**src/rtl/itrt_pkg.sv**
```systemverilog
// ----------------------------------------------------------------------------
// itrt_pkg: shared types and constants for the radix text converter
// Field widths, character codes, the queue entry type and the back-end states.
// ----------------------------------------------------------------------------
package itrt_pkg;

  // field widths
  localparam int NUMBER_W = 32;
  localparam int RADIX_W  = 5;
  localparam int CHAR_W   = 8;
  localparam int COUNT_W  = 6;
  localparam int BUF_W    = 8;
  localparam int DIGIT_W  = 4;

  // sizing defaults
  localparam int MAX_DIGITS_DEF = 32;
  localparam int QUEUE_DEPTH    = 2;

  // limits and character codes
  localparam logic [BUF_W-1:0]   BUF_SIZE_RESET = 8'd34;
  localparam logic [BUF_W-1:0]   BUF_MIN        = 8'd2;
  localparam logic [RADIX_W-1:0] RADIX_MIN      = 5'd2;
  localparam logic [RADIX_W-1:0] RADIX_MAX      = 5'd16;
  localparam logic [DIGIT_W-1:0] DIGIT_TEN      = 4'd10;
  localparam logic [CHAR_W-1:0]  CHAR_ZERO      = 8'h30;  // '0'
  localparam logic [CHAR_W-1:0]  CHAR_ALPHA     = 8'h57;  // 'a' minus ten

  // one classified request waiting for the back end
  typedef struct packed {
    logic [NUMBER_W-1:0] number;
    logic [RADIX_W-1:0]  radix;
    logic                bad;     // radix or buffer size rules it out
  } itrt_job_t;

  // queue handshake, source side
  typedef struct packed {
    logic      valid;
    itrt_job_t job;
  } itrt_push_t;

  typedef enum logic [1:0] {
    B_IDLE,
    B_DIV,
    B_EMIT,
    B_FAIL
  } back_state_t;

endpackage

```
**src/rtl/itrt_req_if.sv**
```systemverilog
// ----------------------------------------------------------------------------
// itrt_req_if: request channel of the radix text converter
// Valid/ready handshake carrying the number and its radix.
// ----------------------------------------------------------------------------
interface itrt_req_if;
  logic                          valid;
  logic                          ready;
  logic [itrt_pkg::NUMBER_W-1:0] number;
  logic [itrt_pkg::RADIX_W-1:0]  radix;

  modport source (output valid, output number, output radix, input ready);
  modport sink   (input valid, input number, input radix, output ready);
endinterface

```
**src/rtl/itrt_rsp_if.sv**
```systemverilog
// ----------------------------------------------------------------------------
// itrt_rsp_if: result channel of the radix text converter
// Valid/ready handshake carrying one character of a conversion.
// ----------------------------------------------------------------------------
interface itrt_rsp_if;
  logic                         valid;
  logic                         ready;
  logic [itrt_pkg::CHAR_W-1:0]  digit_char;
  logic                         last_char;
  logic                         failed;
  logic [itrt_pkg::COUNT_W-1:0] digit_count;

  modport source (output valid, output digit_char, output last_char, output failed,
                  output digit_count, input ready);
  modport sink   (input valid, input digit_char, input last_char, input failed,
                  input digit_count, output ready);
endinterface

```
**src/rtl/itrt_front.sv**
```systemverilog
// ----------------------------------------------------------------------------
// itrt_front: request classifier
// Accepts requests, flags those whose radix or buffer size rules them out,
// and hands them to the queue.
// ----------------------------------------------------------------------------
module itrt_front (
  input  logic                       [itrt_pkg::BUF_W-1:0] buffer_size,
  itrt_req_if.sink                   req,
  output itrt_pkg::itrt_push_t       push,
  input  logic                       push_ready
);

  logic radix_bad;
  logic buf_bad;

  // classification
  assign radix_bad = (req.radix < itrt_pkg::RADIX_MIN) || (req.radix > itrt_pkg::RADIX_MAX);
  assign buf_bad   = buffer_size < itrt_pkg::BUF_MIN;

  assign push.valid      = req.valid;
  assign push.job.number = req.number;
  assign push.job.radix  = req.radix;
  assign push.job.bad    = radix_bad || buf_bad;
  assign req.ready       = push_ready;

endmodule

```
**src/rtl/itrt_queue.sv**
```systemverilog
// ----------------------------------------------------------------------------
// itrt_queue: short request queue
// Register FIFO between the classifier and the conversion engine.
// ----------------------------------------------------------------------------
module itrt_queue #(
  parameter int DEPTH = itrt_pkg::QUEUE_DEPTH
) (
  input  logic                 clk,
  input  logic                 rst,
  input  itrt_pkg::itrt_push_t push,
  output logic                 push_ready,
  output logic                 pop_valid,
  output itrt_pkg::itrt_job_t  pop_job,
  input  logic                 pop_ready
);

  localparam int PTR_W = (DEPTH > 1) ? $clog2(DEPTH) : 1;
  localparam int CNT_W = $clog2(DEPTH + 1);

  itrt_pkg::itrt_job_t entries [DEPTH];
  logic [PTR_W-1:0]    wr_ptr;
  logic [PTR_W-1:0]    rd_ptr;
  logic [CNT_W-1:0]    count;
  logic                do_push;
  logic                do_pop;

  assign push_ready = count != CNT_W'(DEPTH);
  assign pop_valid  = count != '0;
  assign pop_job    = entries[rd_ptr];
  assign do_push    = push.valid && push_ready;
  assign do_pop     = pop_valid && pop_ready;

  // storage
  always_ff @(posedge clk) begin
    if (do_push) begin
      entries[wr_ptr] <= push.job;
    end
  end

  // pointers and fill level
  always_ff @(posedge clk) begin
    if (rst) begin
      wr_ptr <= '0;
      rd_ptr <= '0;
      count  <= '0;
    end else begin
      if (do_push) begin
        wr_ptr <= (wr_ptr == PTR_W'(DEPTH - 1)) ? '0 : wr_ptr + 1'b1;
      end
      if (do_pop) begin
        rd_ptr <= (rd_ptr == PTR_W'(DEPTH - 1)) ? '0 : rd_ptr + 1'b1;
      end
      if (do_push && !do_pop) begin
        count <= count + 1'b1;
      end else if (do_pop && !do_push) begin
        count <= count - 1'b1;
      end
    end
  end

  // fill level never passes the depth
  a_count_bound: assert property (@(posedge clk) disable iff (rst)
    count <= CNT_W'(DEPTH))
    else $error("queue fill level exceeds depth");

endmodule

```
**src/rtl/itrt_back.sv**
```systemverilog
// ----------------------------------------------------------------------------
// itrt_back: conversion engine
// Divides by the radix one quotient byte per cycle, stores the remainders,
// then plays the digits out most significant first through an output register.
// ----------------------------------------------------------------------------
module itrt_back #(
  parameter int MAX_DIGITS = itrt_pkg::MAX_DIGITS_DEF
) (
  input  logic                         clk,
  input  logic                         rst,
  input  logic [itrt_pkg::BUF_W-1:0]   buffer_size,
  input  logic                         job_valid,
  input  itrt_pkg::itrt_job_t          job,
  output logic                         job_ready,
  itrt_rsp_if.source                   rsp
);

  localparam int IDX_W = $clog2(MAX_DIGITS);
  localparam int CNT_W = $clog2(MAX_DIGITS + 1);

  itrt_pkg::back_state_t state, state_next;

  logic [itrt_pkg::RADIX_W-1:0]  radix;
  logic [itrt_pkg::NUMBER_W-1:0] quot;
  logic [itrt_pkg::DIGIT_W-1:0]  rem;
  logic [1:0]                    byte_sel;
  logic [CNT_W-1:0]              cnt;
  logic [IDX_W-1:0]              rd_idx;
  logic                          rd_pend;
  logic                          rd_last;
  logic [itrt_pkg::DIGIT_W-1:0]  rd_data;
  logic [itrt_pkg::DIGIT_W-1:0]  store [MAX_DIGITS];

  logic                          out_valid;
  logic [itrt_pkg::CHAR_W-1:0]   out_char;
  logic                          out_last;
  logic                          out_failed;
  logic [itrt_pkg::COUNT_W-1:0]  out_count;

  // divider step signals
  logic [itrt_pkg::RADIX_W-1:0]  trial;
  logic [itrt_pkg::DIGIT_W-1:0]  div_rem;
  logic [7:0]                    div_q;
  logic [itrt_pkg::NUMBER_W-1:0] q_new;
  logic [CNT_W-1:0]              cnt_inc;
  logic                          div_last;
  logic                          more;
  logic                          too_long;

  // control strobes
  logic load_job;
  logic div_step;
  logic rd_issue;
  logic load_digit;
  logic load_fail;
  logic out_free;

  function automatic logic [itrt_pkg::CHAR_W-1:0] to_char(
    input logic [itrt_pkg::DIGIT_W-1:0] d
  );
    if (d >= itrt_pkg::DIGIT_TEN) begin
      return itrt_pkg::CHAR_ALPHA + itrt_pkg::CHAR_W'(d);
    end
    return itrt_pkg::CHAR_ZERO + itrt_pkg::CHAR_W'(d);
  endfunction

  // one quotient byte: eight restoring steps, remainder stays below radix
  always_comb begin
    div_rem = rem;
    trial   = '0;
    div_q   = '0;
    for (int i = 7; i >= 0; i--) begin
      trial = {div_rem, quot[24 + i]};
      if (trial >= radix) begin
        div_q[i] = 1'b1;
        div_rem  = itrt_pkg::DIGIT_W'(trial - radix);
      end else begin
        div_rem  = trial[itrt_pkg::DIGIT_W-1:0];
      end
    end
  end

  assign q_new    = {quot[23:0], div_q};
  assign cnt_inc  = cnt + 1'b1;
  assign div_last = byte_sel == 2'd3;
  assign more     = (q_new != '0) && (32'(cnt_inc) < 32'(buffer_size)) &&
                    (32'(cnt_inc) < 32'(MAX_DIGITS));
  assign too_long = (q_new != '0) || ((32'(cnt_inc) + 32'd1) >= 32'(buffer_size));
  assign out_free = !out_valid || rsp.ready;

  // state register
  always_ff @(posedge clk) begin
    if (rst) begin
      state <= itrt_pkg::B_IDLE;
    end else begin
      state <= state_next;
    end
  end

  // next state and strobes
  always_comb begin
    state_next = state;
    job_ready  = 1'b0;
    load_job   = 1'b0;
    div_step   = 1'b0;
    rd_issue   = 1'b0;
    load_digit = 1'b0;
    load_fail  = 1'b0;
    case (state)
      itrt_pkg::B_IDLE: begin
        job_ready = 1'b1;
        if (job_valid) begin
          load_job   = 1'b1;
          state_next = job.bad ? itrt_pkg::B_FAIL : itrt_pkg::B_DIV;
        end
      end
      itrt_pkg::B_DIV: begin
        div_step = 1'b1;
        if (div_last && !more) begin
          state_next = too_long ? itrt_pkg::B_FAIL : itrt_pkg::B_EMIT;
        end
      end
      itrt_pkg::B_EMIT: begin
        if (rd_pend) begin
          load_digit = 1'b1;
          if (rd_last) begin
            state_next = itrt_pkg::B_IDLE;
          end
        end else if (out_free) begin
          rd_issue = 1'b1;
        end
      end
      itrt_pkg::B_FAIL: begin
        if (out_free) begin
          load_fail  = 1'b1;
          state_next = itrt_pkg::B_IDLE;
        end
      end
      default: begin
        state_next = itrt_pkg::B_IDLE;
      end
    endcase
  end

  // division control and held state
  always_ff @(posedge clk) begin
    if (rst) begin
      quot     <= '0;
      cnt      <= '0;
      byte_sel <= '0;
      rd_pend  <= 1'b0;
    end else begin
      if (load_job) begin
        quot     <= job.number;
        byte_sel <= '0;
        if (!job.bad) begin
          cnt <= '0;
        end
      end else if (div_step) begin
        quot     <= q_new;
        byte_sel <= byte_sel + 1'b1;
        if (div_last) begin
          cnt <= cnt_inc;
        end
      end
      rd_pend <= rd_issue;
    end
  end

  // divider operands and read index
  always_ff @(posedge clk) begin
    if (load_job) begin
      radix <= job.radix;
      rem   <= '0;
    end else if (div_step) begin
      rem <= div_last ? '0 : div_rem;
      if (div_last) begin
        rd_idx <= IDX_W'(cnt);
      end
    end else if (rd_issue) begin
      rd_idx  <= rd_idx - 1'b1;
      rd_last <= rd_idx == '0;
    end
  end

  // digit store
  always_ff @(posedge clk) begin
    if (div_step && div_last) begin
      store[IDX_W'(cnt)] <= div_rem;
    end
    if (rd_issue) begin
      rd_data <= store[rd_idx];
    end
  end

  // output register
  always_ff @(posedge clk) begin
    if (rst) begin
      out_valid <= 1'b0;
    end else if (load_digit || load_fail) begin
      out_valid <= 1'b1;
    end else if (rsp.ready) begin
      out_valid <= 1'b0;
    end
  end

  always_ff @(posedge clk) begin
    if (load_digit) begin
      out_char   <= to_char(rd_data);
      out_last   <= rd_last;
      out_failed <= 1'b0;
      out_count  <= itrt_pkg::COUNT_W'(cnt);
    end else if (load_fail) begin
      out_char   <= '0;
      out_last   <= 1'b1;
      out_failed <= 1'b1;
      out_count  <= '0;
    end
  end

  assign rsp.valid       = out_valid;
  assign rsp.digit_char  = out_char;
  assign rsp.last_char   = out_last;
  assign rsp.failed      = out_failed;
  assign rsp.digit_count = out_count;

  // a pending store read only lands in an empty output register
  a_read_lands_free: assert property (@(posedge clk) disable iff (rst)
    rd_pend |-> (!out_valid && state == itrt_pkg::B_EMIT))
    else $error("store read pending while output register is full");

  // the store index never runs past its depth while dividing
  a_div_bound: assert property (@(posedge clk) disable iff (rst)
    (state == itrt_pkg::B_DIV) |-> (32'(cnt) < 32'(MAX_DIGITS)))
    else $error("digit count reached store depth during division");

  // every division starts on the top byte with a cleared remainder
  a_div_start: assert property (@(posedge clk) disable iff (rst)
    (state == itrt_pkg::B_DIV && $past(state) == itrt_pkg::B_IDLE) |->
      (rem == '0 && byte_sel == 2'd0))
    else $error("division started mid-word");

endmodule

```
**src/rtl/integer_to_radix_text_top.sv**
```systemverilog
// ----------------------------------------------------------------------------
// integer_to_radix_text_top: unsigned number to lower-case radix text
// Classifier, request queue and conversion engine, plus the buffer size register.
// ----------------------------------------------------------------------------
//  channel | direction | payload                                   | handshake
//  req     | in        | number[31:0], radix[4:0]                  | valid/ready
//  rsp     | out       | digit_char, last_char, failed, digit_count| valid/ready
//  cfg     | in        | cfg_wr_data[7:0] -> buffer_size           | cfg_wr_en
//
//  A conversion divides by the radix one quotient byte per cycle through an
//  eight-step compare/subtract, four quotient bytes for each digit, then reads
//  each digit from the digit store and loads it into the output register once free.
//  A failed request goes through the engine's fail state into the output register.
//  Reset is synchronous; buffer_size returns to 34 and the queue empties.
//  The queue takes up to two requests while the engine or rsp is stalled.
// ----------------------------------------------------------------------------
module integer_to_radix_text_top #(
  parameter int MAX_DIGITS  = itrt_pkg::MAX_DIGITS_DEF,
  parameter int QUEUE_DEPTH = itrt_pkg::QUEUE_DEPTH
) (
  input  logic                        clk,
  input  logic                        rst,
  itrt_req_if.sink                    req,
  itrt_rsp_if.source                  rsp,
  input  logic                        cfg_wr_en,
  input  logic [itrt_pkg::BUF_W-1:0]  cfg_wr_data
);

  logic [itrt_pkg::BUF_W-1:0] buffer_size;
  itrt_pkg::itrt_push_t       push;
  logic                       push_ready;
  logic                       job_valid;
  itrt_pkg::itrt_job_t        job;
  logic                       job_ready;

  // buffer size register
  always_ff @(posedge clk) begin
    if (rst) begin
      buffer_size <= itrt_pkg::BUF_SIZE_RESET;
    end else if (cfg_wr_en) begin
      buffer_size <= cfg_wr_data;
    end
  end

  itrt_front u_front (
    .buffer_size (buffer_size),
    .req         (req),
    .push        (push),
    .push_ready  (push_ready)
  );

  itrt_queue #(
    .DEPTH (QUEUE_DEPTH)
  ) u_queue (
    .clk        (clk),
    .rst        (rst),
    .push       (push),
    .push_ready (push_ready),
    .pop_valid  (job_valid),
    .pop_job    (job),
    .pop_ready  (job_ready)
  );

  itrt_back #(
    .MAX_DIGITS (MAX_DIGITS)
  ) u_back (
    .clk         (clk),
    .rst         (rst),
    .buffer_size (buffer_size),
    .job_valid   (job_valid),
    .job         (job),
    .job_ready   (job_ready),
    .rsp         (rsp)
  );

endmodule

```
**src/flat_wrapper.sv**
```systemverilog
// flat-port wrapper written by rule: the top's interface ports become plain ports
module integer_to_radix_text_top_flat 
#(
  parameter int MAX_DIGITS  = itrt_pkg::MAX_DIGITS_DEF,
  parameter int QUEUE_DEPTH = itrt_pkg::QUEUE_DEPTH
)
  (clk, rst, cfg_wr_en, cfg_wr_data, req_valid, req_number, req_radix, req_ready, rsp_valid, rsp_digit_char, rsp_last_char, rsp_failed, rsp_digit_count, rsp_ready);
  itrt_req_if req_i ();
  itrt_rsp_if rsp_i ();
  input  logic clk;
  input  logic rst;
  input  logic cfg_wr_en;
  input  logic [itrt_pkg::BUF_W-1:0] cfg_wr_data;
  input wire logic [$bits(req_i.valid)-1:0] req_valid;
  input wire logic [$bits(req_i.number)-1:0] req_number;
  input wire logic [$bits(req_i.radix)-1:0] req_radix;
  output wire logic [$bits(req_i.ready)-1:0] req_ready;
  output wire logic [$bits(rsp_i.valid)-1:0] rsp_valid;
  output wire logic [$bits(rsp_i.digit_char)-1:0] rsp_digit_char;
  output wire logic [$bits(rsp_i.last_char)-1:0] rsp_last_char;
  output wire logic [$bits(rsp_i.failed)-1:0] rsp_failed;
  output wire logic [$bits(rsp_i.digit_count)-1:0] rsp_digit_count;
  input wire logic [$bits(rsp_i.ready)-1:0] rsp_ready;
  assign req_i.valid = req_valid;
  assign req_i.number = req_number;
  assign req_i.radix = req_radix;
  assign req_ready = req_i.ready;
  assign rsp_valid = rsp_i.valid;
  assign rsp_digit_char = rsp_i.digit_char;
  assign rsp_last_char = rsp_i.last_char;
  assign rsp_failed = rsp_i.failed;
  assign rsp_digit_count = rsp_i.digit_count;
  assign rsp_i.ready = rsp_ready;
  integer_to_radix_text_top #(.MAX_DIGITS(MAX_DIGITS), .QUEUE_DEPTH(QUEUE_DEPTH)) u_core (.clk(clk), .rst(rst), .req(req_i), .rsp(rsp_i), .cfg_wr_en(cfg_wr_en), .cfg_wr_data(cfg_wr_data));
endmodule
```
**config.mk**
```make
export PLATFORM = sky130hd
export DESIGN_NAME = integer_to_radix_text_top_flat
export DESIGN_NICKNAME = d
export VERILOG_FILES = /design/src/rtl/itrt_pkg.sv /design/src/rtl/itrt_req_if.sv /design/src/rtl/itrt_rsp_if.sv /design/src/rtl/itrt_front.sv /design/src/rtl/itrt_queue.sv /design/src/rtl/itrt_back.sv /design/src/rtl/integer_to_radix_text_top.sv /design/src/flat_wrapper.sv
export SDC_FILE = /design/constraint.sdc
export NUM_CORES = 1
export LEC_CHECK = 0
export BUFFER_PORTS_ARGS = -buffer_cell sky130_fd_sc_hd__buf_2
export CAP_MARGIN = 20
export CORE_MARGIN = 2
export CORE_UTILIZATION = 50
export DETAILED_ROUTE_END_ITERATION = 7
export GPL_TIMING_DRIVEN = 0
export PLACE_DENSITY = 0.67
export SLEW_MARGIN = 10
export SYNTH_ARGS = -nofsm -noshare
export SYNTH_HDL_FRONTEND = slang
export SYNTH_HIERARCHICAL = 1
export SYNTH_SLANG_ARGS = --single-unit
```
**constraint.sdc**
```tcl
create_clock -name clk -period 14.6 [get_ports clk]
set_input_delay 2.92 -clock clk [delete_from_list [all_inputs] [get_ports clk]]
set_output_delay 2.92 -clock clk [all_outputs]
set_load 0.01 [all_outputs]
```
==> metrics.md, run 1 <==
| Metric | Value |
|---|---|
| Outcome | finished clean |
| First-pass GRT wire length | 44.34 mm |
| Finished Layout Cells | 1,505 |
| Share of cells above drive strength 1 | 0.2041 |
| Antenna diode count | 0 |
| Sequential fraction of the synthesis area | 0.5895 |
| Antenna violations before repair | 0 |
| Sink Count | 295 |
| Asr flop ratio synth | 0 |
| Syn Std Cell Area | 0.01397 mm² |
| Dominant synthesized flop cell | edfxtp_1 |
| RSZ-0062 raised after global routing | false |
| Placed insts | 1,454 |
| Setup_tns | 0 ns |
| Dpl hpwl | 19.66 mm |
| Crit-path max cell delay | 0.78 ns |
| Final Wtd Congestion | 0.8229 |
| Synth Area in Adders | 0.06876 |
| Most used cell, CP | ha_1 |
| DR pass1 iterations | 5 |
| Busiest grt layer | met2 |
| Crit path max-delay cell type | o31ai_2 |
| # fillers | 2,313 |
| GR Util All Layers | 0.1954 |
| Clk slew on worst S/H paths | 0.06 ns |
| Port Buffer Count | 32 |
| Fin Clk Skew | 0.02576 ns |
| Tmin final | 12.95 ns |
| CTS tree | yes |
| Delay-heaviest family, CP | compound AO/OA/AOI/OAI gates |
| Setup Viol. Count Final | 0 |
| Fin crit share | 0.8869 |
| Min-Delay Path Class | reg -> reg |
| Critical Path Sink Type | flop |
| Die ar. | 0.02930 mm² |
| Setup CP Type | reg -> reg |
| Worst rel slew slack | 0.4032 |
| Vias per cell | 5.528 |
| Worst-path maximum fanout | 33 |
| Final Hold Vio Count | 0 |
| Synth Area in Compound Gates | 0.08085 |
| Met1 global-route usage | 0.2837 |
| Fmax | 0.07723 GHz |
| Final layout net count | 1,229 |
| Grt met3 use | 0.03060 |
| Area Growth Syn to Fin | 10.99% |
| Clk_lat worst skew | 0.55 ns |
| Worst path bufs/invs | 6 |
| CTS Buffer Depth | 3 |
| Syn Nets | 1,164 |
| Worst-Margin Slew | 0.8899 ns |
| CTS Hold Bufs | 0 |
| Number of flops mapped to enable cells by yosys | 233 |
| Routed Antenna Nets | 0 |
| Initial Utilization | 0.5058 |
| Syn Area/Cell | 13.41 µm² |
| Gr ovfl total | 0 |
| Count of final max-slew check failures | 0 |
| CTS resizes | 0 |
| H-Tree Depth | 1 |
| Largest net degree at the start of global routing | 39 |
| Die Y | 171.2 µm |
| YS warnings | 6 |
| Num CTS Buffers | 29 |
| Die Wd | 171.2 µm |
| Std cell rows | 61 |
| Core area | 0.02763 mm² |
| IO Count | 68 |
| GR met2 Demand/Resource | 0.3156 |
| Main combinational cell family by area after synthesis | multiplexers |
| WL per Instance | 18.41 µm |
| Clock root cell | clkbuf_16 |
| Vias in the first global route | 8,237 |
| Post-CTS Setup Bufs | 0 |
| FF+latch count, synth | 295 |
| XOR/XNOR share of the synthesized area | 0.02068 |
| CP Launch Type | flop |
| DRT iter0 DRCs | 665 |
| Total Routed Length | 27.71 mm |
| Synth Instances | 1,042 |
| Mux contribution to synthesized area | 0.1157 |
| Synth Area in Simple Gates | 0.07458 |
| CP required | 14.81 ns |
| Residual DRC | 0 |
| Via count | 8,320 |
| Library cells used by synthesis | 54 |
| Maxcap violations | 0 |
| Arr. time, crit path | 13.16 ns |
[flip-flops by register name, indices dropped and copies added (netlist names), 4 cells and up, named ones only]
signal	count
u_core/buffer_size	8
u_core/u_back/quot	32
u_core/u_back/rsp.digit_char	7
u_core/u_back/store	128
u_core/u_back/rd_idx	5
u_core/u_back/rsp.digit_count	6
u_core/u_back/rem	4
u_core/u_queue/entries	76
u_core/u_back/radix	5
u_core/u_back/cnt	6
u_core/u_back/rd_data	4
[layout make-up]
class                      count  area [µm²]  area share
sequential                   295        8238      0.5311
inverter                      50       187.7     0.01210
clock buffer                  40       767.0     0.04945
tap                          378       473.0     0.03049
timing repair buffer          34       195.2     0.01258
buffer                        80       506.7     0.03267
clock inverter                11       85.08    0.005485
multi-input combinational    617        5059      0.3261
[layout by cell type, fill, tap and decap left out, types with 29 or more instances in the layout]
master,netlist,final
nand2_1,78,78
mux2_2,52,52
clkbuf_1,27,38
buf_2,3,35
clkbuf_16,0,29
nor2_1,71,71
dfxtp_1,62,62
a22oi_1,32,32
inv_1,50,49
mux4_2,40,40
buf_4,40,40
ha_1,64,64
a21oi_1,71,70
edfxtp_1,233,233
[metrics by stage]
step	setup slack, ns	hold WS, ns	area [µm²]	utilization
finish	1.651	0.4480	15510	0.5614
global route	0.5707	0.4760	15510	0.5614
CTS	1.669	0.4508	15510	0.5614
detailed placement	1.689	0.4424	14660	0.5306
global placement	0.7071	0.4436	14610	0.5287
floorplan	3.677	0.4363	13970	-
[worst min-delay path, stage by stage, from the launching register on]
cell     delay, ns
dfxtp_1       0.31
inv_1         0.05
a21oi_1       0.05
[metal layers]
metal	share of wire	up-vias	routed length, µm
met5	0	-	0
met4	0.016	0	430
met3	0.056	37	1540
met2	0.47	226	12940
met1	0.46	4088	12800
li1	-	3969	-
[synthesized netlist by cell type, types with 3 or more instances]
master / n / area, µm²
ha_1: 64 / 800.8
nor3_1: 12 / 60.06
nand3b_1: 4 / 30.03
buf_4: 40 / 300.3
a21o_1: 15 / 112.6
clkbuf_1: 27 / 101.4
or3_1: 3 / 18.77
mux2_2: 52 / 585.6
o21ai_2: 5 / 43.79
edfxtp_1: 233 / 6997
nand3_1: 12 / 60.06
xnor2_1: 22 / 192.7
a31oi_1: 11 / 68.82
nand2_1: 78 / 292.8
buf_6: 7 / 78.83
buf_2: 3 / 15.01
a22oi_1: 32 / 240.2
xor2_1: 11 / 96.34
fa_1: 8 / 160.2
nand2b_1: 14 / 87.58
nor2_1: 71 / 266.5
a211o_1: 3 / 26.28
nor2b_1: 3 / 18.77
dfxtp_1: 62 / 1241
a221oi_1: 3 / 26.28
and2_1: 9 / 56.30
mux4_2: 40 / 900.9
o21ai_0: 14 / 70.07
o21ai_1: 6 / 30.03
inv_1: 50 / 187.7
a21oi_1: 71 / 355.3
a22o_1: 4 / 35.03
nor4_1: 7 / 43.79
buf_1: 3 / 11.26
nand4_1: 3 / 18.77
a211oi_1: 3 / 22.52
mux2i_1: 13 / 130.1
[worst paths after layout]
check	startpoint	end	slack, ns	depth (start not counted)
worst min-delay path	u_core/u_back/rsp.failed	u_core/u_back/rsp.failed	0.45	2
worst max-delay path	u_core/u_back/radix[1]	u_core/u_back/store[4][0]	1.65	46
worst min register to register	u_core/u_back/rsp.failed	u_core/u_back/rsp.failed	0.45	2
worst max register to register	u_core/u_back/radix[1]	u_core/u_back/store[4][0]	1.65	46
[kinds of logic after synthesis]
group | count (synthesis)
adder cells (fa/ha/maj) | 72
multiplexers | 105
AO/OA/AOI/OAI | 178
other | 1
flip-flops | 295
AND/OR/NAND/NOR | 228
buffers and inverters | 130
XOR/XNOR | 33
Power of run 1 is not shown: default switching activity piles up to over one toggle a cycle in this logic, so the estimate is an artifact.
==> run 2: changes to the inputs <==
- REMOVE_ABC_BUFFERS: not set -> 1
==> run 2 against run 1 <==
Against the previous run: flip-flop and latch count stayed put; worst hold slack better by 0.0058 ns; sequential share of layout area is 0.42 points lower; critical path depth is 1 higher; count of clock-buffer cells in the layout is 4 lower; setup slack better by 0.26 ns; register-to-register slack better by 0.26 ns; routed wire length is 2.0% lower; core utilization is 0.46 points higher; cell count is 1.9% lower; non-clock buffer count is 34 lower; fmax is 2.1% higher; critical endpoint is now u_core/u_back/rem[1].
==> metrics.md, run 2 (synthesis results as in run 1) <==
| Metric | Value |
|---|---|
| Fin Clk Skew | 0.008127 ns (-0.01763 ns) |
| Gr ovfl total | 0 (unchanged) |
| CP Launch Type | flop |
| CTS Hold Bufs | 0 (unchanged) |
| Min-Delay Path Class | reg -> reg |
| Crit-path max cell delay | 0.69 ns (-0.09 ns) |
| Setup Viol. Count Final | 0 (unchanged) |
| Commonest non-fill, non-tap cells in the layout | edfxtp_1 (233), nand2_1 (78), nor2_1 (70), a21oi_1 (70), buf_2 (66) |
| Area Growth Syn to Fin | 11.90% |
| Most common cell after layout, fill and taps aside | edfxtp_1 |
| Residual DRC | 0 (unchanged) |
| Worst-Margin Slew | 0.8487 ns (-0.04124 ns) |
| CTS resizes | 0 (unchanged) |
| Vias per cell | 5.543 (+0.27%) |
| Clk slew on worst S/H paths | 0.06 ns (about the same) |
| Final Hold Vio Count | 0 (unchanged) |
| Routed Antenna Nets | 0 (unchanged) |
| Arr. time, crit path | 13.12 ns (-0.04 ns) |
| Antenna diode count | 0 (unchanged) |
| Largest Register | u_core/u_back/store |
| Die ar. | 0.02930 mm² (unchanged) |
| Largest net degree at the start of global routing | 59 (+51%) |
| Final layout net count | 1,196 (-2.7%) |
| Outcome | finished clean |
| Crit path max-delay cell type | o31ai_2 |
| Clock root cell | clkbuf_16 |
| Fmax | 0.07882 GHz (+2.1%) |
| Maxcap violations | 0 (unchanged) |
| Dpl hpwl | 18.78 mm (-4.5%) |
| GR Util All Layers | 0.1932 (-0.002252) |
| Antenna violations before repair | 0 (unchanged) |
| Setup CP Type | reg -> reg |
| Total Routed Length | 27.16 mm (-2.0%) |
| DRT iter0 DRCs | 660 (-0.75%) |
| DR pass1 iterations | 5 (unchanged) |
| Std cell rows | 61 (unchanged) |
| Die Wd | 171.2 µm (unchanged) |
| First-pass GRT wire length | 44.42 mm (+0.19%) |
| CTS tree | yes |
| Worst-path maximum fanout | 33 (unchanged) |
| RSZ-0062 raised after global routing | false |
| H-Tree Depth | 1 (unchanged) |
| Max FFs per register | 128 (unchanged) |
| Port Buffer Count | 66 (+110%) |
| Num CTS Buffers | 30 (+3.4%) |
| WL per Instance | 18.40 µm (about the same) |
| Fin crit share | 0.8690 (-0.01794) |
| Count of final max-slew check failures | 0 (unchanged) |
| Worst rel slew slack | 0.4308 (+0.02766) |
| Core area | 0.02763 mm² (unchanged) |
| Tmin final | 12.69 ns (-0.2619 ns) |
| Share of cells above drive strength 1 | 0.2177 (+0.01359) |
| Via count | 8,182 (-1.7%) |
| CP required | 15.03 ns (+0.22 ns) |
| Final Wtd Congestion | 0.7940 (-3.5%) |
| Clk_lat worst skew | 0.54 ns (about the same) |
| Sink Count | 295 (unchanged) |
| Most used cell, CP | ha_1 |
| Post-CTS Setup Bufs | 0 (unchanged) |
| Top Registers | u_core/u_back/store (128), u_core/u_queue/entries (76), u_core/u_back/quot (32) |
| Critical Path Sink Type | flop |
| Vias in the first global route | 8,390 (+1.9%) |
| IO Count | 68 (unchanged) |
| Die Y | 171.2 µm (unchanged) |
| Setup_tns | 0 ns (unchanged) |
| Initial Utilization | 0.5058 (unchanged) |
| CTS Buffer Depth | 3 (unchanged) |
## run 2: path summary, 6_finish.rpt
check / endpoint / depth (start not counted) / startpoint / slack, ns
worst max-delay path: u_core/u_back/rem[1] / 47 / u_core/u_back/radix[1] / 1.91
worst max register to register: u_core/u_back/rem[1] / 47 / u_core/u_back/radix[1] / 1.91
worst min register to register: u_core/u_back/rsp.failed / 2 / u_core/u_back/rsp.failed / 0.45
worst min-delay path: u_core/u_back/rsp.failed / 2 / u_core/u_back/rsp.failed / 0.45
## run 2: routing by layer
metal  routed length [µm]  part of all wire  track usage
met1                12430              0.46       0.2792
met2                12670              0.47       0.3094
met3                 1476             0.054      0.02945
met4                  573             0.021      0.04753
met5                    0                 0            0
## run 2: metrics by stage
stage | utilization | instance area (µm²) | setup WS [ns] | cells | hold WS [ns]
2_1_floorplan | - | 13470 | 3.703 | 962 | 0.4303
3_3_place_gp | 0.5165 | 14270 | 0.6533 | 1406 | 0.4462
3_5_place_dp | 0.5283 | 14600 | 1.890 | 1419 | 0.4536
4_1_cts | 0.5653 | 15620 | 1.838 | 1475 | 0.4651
5_1_grt | 0.5660 | 15640 | 0.6448 | 1476 | 0.4891
6_report | 0.5660 | 15640 | 1.913 | 1476 | 0.4539
## run 2: final cells by class
| class | count | area (µm²) |
|---|---|---|
| clock buffer | 36 | 794.5 |
| clock inverter | 20 | 225.2 |
| fill | 2233 | 11990 |
| inverter | 50 | 187.7 |
| multi-input combinational | 617 | 5072 |
| sequential | 295 | 8239 |
| tap | 378 | 473.0 |
| timing repair buffer | 80 | 645.6 |
## run 2: critical path: cells and delay by family, from the launching register on
family                   cells  cell delay [ns]
AO/OA/AOI/OAI               28             6.73
adder cells (fa/ha/maj)      8             2.78
multiplexers                 2             1.06
buffers and inverters        6             0.80
flip-flops                   1             0.68
AND/OR/NAND/NOR              3             0.49
Power of run 2 is left out for the same reason.
